### config.mk
export PLATFORM = sky130hd
export DESIGN_NAME = dpb_front
export DESIGN_NICKNAME = d
export VERILOG_FILES = /design/src/hw/rtl/dpb_pkg.sv /design/src/hw/rtl/dpb_fifo.sv /design/src/hw/rtl/dpb_front.sv
export SDC_FILE = /design/constraint.sdc
export NUM_CORES = 1
export LEC_CHECK = 0
export BUFFER_PORTS_ARGS = -buffer_cell sky130_fd_sc_hd__clkbuf_2
export CAP_MARGIN = 20
export CORE_ASPECT_RATIO = 1.4
export CORE_MARGIN = 2
export CORE_UTILIZATION = 50
export DETAILED_ROUTE_END_ITERATION = 10
export GPL_TIMING_DRIVEN = 1
export HOLD_SLACK_MARGIN = 0.15
export PLACE_DENSITY = 0.79
export SLEW_MARGIN = 20
export SYNTH_ARGS = -nofsm -noshare
export SYNTH_HDL_FRONTEND = slang
export SYNTH_SLANG_ARGS = --single-unit
export TNS_END_PERCENT = 5
### constraint.sdc
create_clock -name i_clk -period 7.8 [get_ports i_clk]
set_clock_uncertainty 0.15 [all_clocks]
set_input_delay 0.39 -clock i_clk [delete_from_list [all_inputs] [get_ports i_clk]]
set_output_delay 0.39 -clock i_clk [all_outputs]
set_load 0.1 [all_outputs]
### src/hw/rtl/dpb_pkg.sv
// Shared types and constants for the depth pixel back-projection block.
// Used by every module under hw/rtl except dpb_fifo; depends on nothing.
package dpb_pkg;

    localparam int NUM_AXES = 3;
    localparam int CFG_IDX_W = 3;

    // Registered stages of one axis datapath, issue to result.
    localparam int AXIS_LAT = 7;

    // Rounded quotient (N + 128000) >>> 11 is clamped so that a division by
    // 125 lands inside the Q16.16 range; the offset makes it non-negative.
    localparam logic signed [52:0] Q1_MAX = 53'sd268435455999;
    localparam logic signed [52:0] Q1_MIN = -53'sd268435456000;
    localparam logic signed [52:0] Q1_OFS = 53'sd268435456000;
    localparam logic signed [63:0] ROUND_ADD = 64'sd128000;

    // ceil(2^30 / 125): exact quotient by 125 for any value below 2^23.
    localparam logic [23:0] RECIP_125 = 24'd8589935;
    localparam logic [6:0] DIV_125 = 7'd125;
    localparam logic [31:0] SIGN_FLIP = 32'h8000_0000;

    typedef enum logic [CFG_IDX_W-1:0] {
        CFG_X_COL_ROW     = 3'd0,
        CFG_X_CONST_TRANS = 3'd1,
        CFG_Y_COL_ROW     = 3'd2,
        CFG_Y_CONST_TRANS = 3'd3,
        CFG_Z_COL_ROW     = 3'd4,
        CFG_Z_CONST_TRANS = 3'd5
    } t_cfg_idx;

    typedef struct packed {
        logic [11:0] pixel_col;
        logic [11:0] pixel_row;
        logic [15:0] depth_mm;
        logic [7:0]  in_blue;
        logic [7:0]  in_green;
        logic [7:0]  in_red;
    } t_pixel;

    typedef struct packed {
        logic signed [31:0] point_x;
        logic signed [31:0] point_y;
        logic signed [31:0] point_z;
        logic [7:0]         out_red;
        logic [7:0]         out_green;
        logic [7:0]         out_blue;
    } t_point;

    // Signed Q8.24 coefficients of one axis.
    typedef struct packed {
        logic signed [31:0] a;
        logic signed [31:0] b;
        logic signed [31:0] c;
        logic signed [31:0] t;
    } t_axis_coef;

    typedef struct packed {
        logic drop;
        logic store;
    } t_front_stat;

    typedef struct packed {
        logic out_push;
        logic out_full;
    } t_back_stat;

endpackage

### src/hw/rtl/dpb_fifo.sv
// Small flop-based queue with show-ahead read.
// Standalone; used by dpb_front and dpb_back.
module dpb_fifo #(
    parameter int unsigned DEPTH = 4,
    parameter int unsigned WIDTH = 8
) (
    input  logic             i_clk,
    input  logic             i_rst_n,
    input  logic             i_push,
    input  logic [WIDTH-1:0] i_wdata,
    input  logic             i_pop,
    output logic [WIDTH-1:0] o_rdata,
    output logic             o_full,
    output logic             o_empty
);
    localparam int AW = (DEPTH > 1) ? $clog2(DEPTH) : 1;
    localparam int CW = $clog2(DEPTH + 1);

    logic [WIDTH-1:0] r_mem [DEPTH];
    logic [AW-1:0]    r_wr;
    logic [AW-1:0]    r_rd;
    logic [CW-1:0]    r_cnt;
    logic [AW-1:0]    n_wr;
    logic [AW-1:0]    n_rd;
    logic [CW-1:0]    n_cnt;
    logic             w_push;
    logic             w_pop;

    assign o_full  = (r_cnt == CW'(DEPTH));
    assign o_empty = (r_cnt == '0);
    assign w_push  = i_push && !o_full;
    assign w_pop   = i_pop && !o_empty;
    assign o_rdata = r_mem[r_rd];

    always_comb begin
        n_wr  = r_wr;
        n_rd  = r_rd;
        n_cnt = r_cnt;
        if (w_push) begin
            n_wr = (r_wr == AW'(DEPTH - 1)) ? '0 : r_wr + 1'b1;
        end
        if (w_pop) begin
            n_rd = (r_rd == AW'(DEPTH - 1)) ? '0 : r_rd + 1'b1;
        end
        if (w_push && !w_pop) begin
            n_cnt = r_cnt + 1'b1;
        end else if (w_pop && !w_push) begin
            n_cnt = r_cnt - 1'b1;
        end
    end

    always_ff @(posedge i_clk) begin
        if (!i_rst_n) begin
            r_wr  <= '0;
            r_rd  <= '0;
            r_cnt <= '0;
        end else begin
            r_wr  <= n_wr;
            r_rd  <= n_rd;
            r_cnt <= n_cnt;
        end
    end

    always_ff @(posedge i_clk) begin
        if (w_push) begin
            r_mem[r_wr] <= i_wdata;
        end
    end

endmodule

### src/hw/rtl/dpb_front.sv
// Front end: takes pixel words, drops zero-depth pixels, queues the rest.
// Depends on dpb_pkg and dpb_fifo.
module dpb_front #(
    parameter int unsigned MID_DEPTH = 4
) (
    input  logic                 i_clk,
    input  logic                 i_rst_n,
    input  logic                 i_push,
    input  dpb_pkg::t_pixel      i_pixel,
    output logic                 o_full,
    input  logic                 i_mid_pop,
    output dpb_pkg::t_pixel      o_mid_pixel,
    output logic                 o_mid_empty,
    output dpb_pkg::t_front_stat o_stat
);
    import dpb_pkg::*;

    logic   w_accept;
    logic   w_no_depth;
    logic   w_full;
    t_pixel w_rdata;

    assign w_accept     = i_push && !w_full;
    assign w_no_depth   = (i_pixel.depth_mm == '0);
    assign o_full       = w_full;
    assign o_stat.drop  = w_accept && w_no_depth;
    assign o_stat.store = w_accept && !w_no_depth;
    assign o_mid_pixel  = w_rdata;

    dpb_fifo #(
        .DEPTH (MID_DEPTH),
        .WIDTH ($bits(t_pixel))
    ) u_mid_q (
        .i_clk   (i_clk),
        .i_rst_n (i_rst_n),
        .i_push  (o_stat.store),
        .i_wdata (i_pixel),
        .i_pop   (i_mid_pop),
        .o_rdata (w_rdata),
        .o_full  (w_full),
        .o_empty (o_mid_empty)
    );

endmodule

Yosys cells after proc, flatten, opt, wreduce, memory -nomap -nowiden --
Memory sizes are Yosys's and may differ from the RTL's. A register that Yosys moved wholly into a read port is not among the register bits. Cells that the tools add are included.
Operators by class: equality and inequality tests 3, mux-type cells 8, add/sub/neg operators 4, reductions and logical operators 15
Operator list (count):
- zero test 16 bit | 1
- 2-to-1 mux 2 bit | 4
- logical AND 1 bit | 7
- 2-to-1 mux 3 bit | 2
- zero test 1 bit | 5
- adder 2 x 1 -> 2 bit, second input constant | 2
- equality test 2 bit, second input constant | 2
- adder 3 x 1 -> 3 bit, second input constant | 1
- equality test 3 bit, second input constant | 1
- zero test 3 bit | 1
- subtractor 3 x 1 -> 3 bit, second input constant | 1
- 2-to-1 mux 1 bit | 2
- nonzero test 2 bit | 1
Word-level totals: memories kept 1, register bits 7, output and inout port bits 68, bits in writable memories 256, word-level logic and storage cells 34
Memory list:
- u_mid_q.r_mem | depth 4, width 64, rd ports 1, clocked after memory_dff 1, wr ports 1, line dpb_fifo.sv:19 | logic [WIDTH-1:0] r_mem [DEPTH];

Logic depth before layout (Yosys ltp) --
word-level depth 9, depth in mapped cells 9, mapped depth without buffers 9

Modules after synthesis --
From an unflattened synthesis, not the netlist that was laid out.
Second synthesis, totals: cell total of the unflattened synthesis 392, area total of the unflattened synthesis 9849.4 µm²
Modules (own cells, without submodules):
- dpb_fifo | instances 1, area each 9790.6 µm², cells an instance 385, sequential area each 7867.5 µm²
- dpb_front | instances 1, area each 58.8 µm², cells an instance 7, sequential area each 0.0 µm²

Worst setup path before layout --
No wires, ideal clock.
path kind reg-to-reg, from register u_mid_q.r_cnt[0], to memory u_mid_q.r_mem[0][0] (netlist bit), enable pin, clock period less this slack 3.177 ns, setup time 0.429 ns, data required time 7.221 ns, path slack 4.623 ns, cell stages (with the launch flop) 4, arrival 2.598 ns, path buffers 0, cells stage by stage dfxtp_1 > nor3b_4 > nor3b_4 > and2_1
On the way: cells in the longest elaborated chain, start to end 7
Ends and longest elaborated chain:
- start: declaration | line dpb_fifo.sv:22 | logic [CW-1:0] r_cnt;
- start signal: assignment | line dpb_fifo.sv:60 | r_cnt <= n_cnt;
- equality test 3 bit (*) | line dpb_fifo.sv:29 | assign o_full = (r_cnt == CW'(DEPTH));
- named net o_full | line dpb_front.sv:10 | output logic o_full,
- zero test 1 bit (*) | line dpb_fifo.sv:31, dpb_front.sv:23
- logical AND 1 bit | line dpb_front.sv:23 | assign w_accept = i_push && !w_full;
- logical AND 1 bit | line dpb_front.sv:27 | assign o_stat.store = w_accept && !w_no_depth;
- logical AND 1 bit (*) | line dpb_fifo.sv:31 | assign w_push = i_push && !o_full;
- named net u_mid_q.w_push | line dpb_fifo.sv:26 | logic w_push;
- 2-to-1 mux 1 bit (*) | line dpb_fifo.sv:65 | if (w_push) begin
- 2-to-1 mux 1 bit (implied by the code) (*) | line dpb_fifo.sv:66 | r_mem[r_wr] <= i_wdata;
- end: declaration | line dpb_fifo.sv:19
Mark *: on every way through the listed nets, which the timed path passes. The rest lies on a longest branch.

==> key figures <==
Global routing
  – Number of antenna violations at the first check in global routing: 0
  – First-pass GRT wire length: 28.5 mm
  – Overall Global Routing Usage: 0.181
  – Total gr overflow: 0
  – Number of global-route vias before repair: 5216
  – Largest net degree at the start of global routing: 65

Timing
  – Final Max Slew Viols: 0
  – Fmax: 0.283 GHz
  – Tcrit/Tclk final: 0.452
  – Final hold violations: 0
  – Fin Setup TNS: 0 ps
  – Setup Viol. Count Final: 0
  – Worst hold slack: 178 ps
  – Final min period: 3530 ps
  – RSZ-0062 raised after global routing: no
  – Worst Tran Pin Value: 1010 ps
  – Rel. slew slack: 0.328

Layout
  – Final instance area: 12200 um^2
  – Diodes inserted: 0
  – Commonest cells after routing, fill and taps aside: edfxtp_1, clkbuf_2, dlygate4sd3_1
  – Commonest non-fill, non-tap cell in the layout: edfxtp_1
  – Nets: 677
  – P&R area growth vs syn: 23.5%
  – Final Non-Filler Cells: 868
  – Share of layout cells above drive strength 1: 0.394

Detailed routing
  – Post-detailed-route via-to-cell ratio: 5.40
  – WL final: 18.1 mm
  – Drt wl/cell: 20.8 um
  – Met1 WL: 7.03 mm
  – 1st-iter DRT viols: 297
  – Routed length on met2: 9.83 mm
  – Met3 Wirelength: 907 um
  – Via count: 4684
  – Uppermost layer routed: met4
  – Pre-antenna DRT Iters: 4
  – Routed Antenna Nets: 0
  – DRC viols: 0

Placed design
  – Post-Place Cells: 758
  – I/O Buffers: 135
  – Gp weighted congestion: 0.682
  – Post-DP HPWL: 10.1 mm
  – Placed Instance Area: 10700 um^2

Synthesis
  – Yosys top cell by area: edfxtp_1
  – Post-synth cell types: 30
  – Post-synthesis sequential area ratio: 0.797
  – Yosys warns: 0
  – Cell count after synthesis: 389
  – Ranking of synthesized cells by area: edfxtp_1, mux4_2, dfxtp_1
  – Yosys reg bits: 265
  – Syn nets: 464
  – Cell area after synthesis: 9880 um^2
  – Synth top area share: 0.778
  – Avg Cell Area, Syn: 25.4 um^2

Critical path
  – CP bufs+invs: 2
  – CP max FO: 35
  – Worst Path Required: 7260 ps
  – Critical R2R Launch: u_mid_q.r_cnt[0]
  – Startpoint types: register
  – R2R Path End: u_mid_q.r_cnt[2]
  – CP Capture Type: output pin
  – CP max stage cell: dfxtp_4
  – CP Cell Sequence: buf_4 -> mux4_2 -> clkbuf_2
  – Reg2reg setup slack: 5110 ps
  – Crit path kind: register to output pin
  – CP arrival: 2990 ps
  – CP delay by family, top: buffers and inverters
  – R2r worst-path depth: 8
  – CP peak stage delay: 720 ps

CTS
  – Root buf cell: clkbuf_16
  – CTS sink count: 265
  – CTS tree: yes
  – Clk_lat worst skew: 510 ps
  – CTS Buf Count: 24
  – Reg clk slew, reported paths: 60 ps
  – CTS Buffer Depth: 3
  – CTS H-tree lvls: 1
  – Post-CTS sizing: 0

Power
  – Static Leak: 0.00418 uW
  – Power Dens Cells: 391 nW/um^2
  – Peak supply drop: 0.000349 V

Floorplan
  – Die height: 170 um
  – IO Count: 136
  – Initial Util: 0.512
  – Die width: 123 um
  – Num rows: 60
  – Core Region: 19300 um^2
  – Die ar.: 20900 um^2

Min path
  – Hold endpoint: u_mid_q.r_rd[0]
  – Hold path depth: 4
  – Hold path startpoint: i_mid_pop
  – Hold WC Path Type: input port to register

Flow run
  – Max-cap check violation count: 0

Outcome
  – Outcome: completed
worst reg2reg max path, stage by stage (launching register included):
cell and delay [ps]:
dfxtp_1 530, nor3b_4 120, nor3b_4 370, ha_1 270
inv_1 70, fa_1 430, xor2_1 190, or3_1 320
a21boi_0 160
how the worst max path moves through the flow:
stage	endpoint	slack [ps]	cells after the start
6_report	o_mid_pixel[43]	4270	3
5_1_grt	o_mid_pixel[43]	4020	3
4_1_cts	o_mid_pixel[43]	4140	3
3_5_place_dp	o_mid_pixel[43]	4700	3
3_3_place_gp	o_mid_pixel[24]	4690	3
2_1_floorplan	u_mid_q.r_mem[0][0]	4620	3
per-layer routing:
| layer | track usage | vias to the layer above |
|---|---|---|
| li1 | - | 2088 |
| met1 | 0.222 | 2444 |
| met4 | 0.0455 | 0 |
| met5 | 0 | - |
| met2 | 0.328 | 124 |
| met3 | 0.0328 | 28 |
registers in the layout, summed over array words and instances (netlist names), named ones only:
| signal | flops |
|---|---|
| u_mid_q.r_rd | 2 |
| u_mid_q.r_cnt | 3 |
| u_mid_q.r_wr | 2 |
| u_mid_q.r_mem | 256 |
power by group:
part | internal, uW | leakage, uW | total (uW) | switching [uW]
sequential | 1740 | 0.00242 | 1830 | 98.5
combinational | 369 | 0.00136 | 1740 | 1370
clock | 708 | 0.000400 | 1200 | 491
through the flow:
step                      setup slack, ps   util  power [uW]
after floorplan                      4620      -        3360
final                                4270  0.632        4770
after detailed placement             4700  0.555        3590
after CTS                            4140  0.632        4820
after global routing                 4020  0.632        4930
after global placement               4690  0.555        3560
timing repair:
action / CTS / global route
hold endpoints to repair: 265 / 0
setup buffers: 0 / 0
hold buffers: 66 / 0
kinds of logic (layout without fill, tap and decap cells):
group,count (synthesis),in the layout,synth area share
AOI/OAI and AO/OA,4,4,0.00393
xor gates and xnor gates,2,2,0.00177
adders and majority gates,7,7,0.00963
buffers and inverters,18,249,0.0187
DFF,265,265,0.797
muxes,68,68,0.152
and+or+nand+nor,25,25,0.0179
synthesized netlist by cell type:
cell / count
a21boi_0: 1
a21oi_1: 1
and2_1: 5
and3b_2: 1
and4_4: 1
buf_12: 6
buf_2: 6
buf_4: 1
buf_6: 1
clkbuf_2: 1
dfxtp_1: 9
edfxtp_1: 256
fa_1: 1
ha_1: 6
inv_1: 3
mux2i_1: 4
mux4_1: 4
mux4_2: 60
nand2_1: 4
nor2_1: 1
nor2b_1: 3
nor3_1: 2
nor3b_1: 1
nor3b_4: 2
nor4_1: 4
o21ai_0: 1
o31ai_4: 1
or3_1: 1
xnor2_1: 1
xor2_1: 1
layout make-up:
type | count | area [um^2]
multi-input cells | 106 | 1830
repair buffers | 202 | 1340
inverters | 3 | 11.3
flip-flops and latches | 265 | 7880
fillers | 1271 | 7100
well taps | 248 | 310
clock inverters | 13 | 153
clock buffers | 31 | 668
Note: power is estimated with default switching activity, not from simulation.
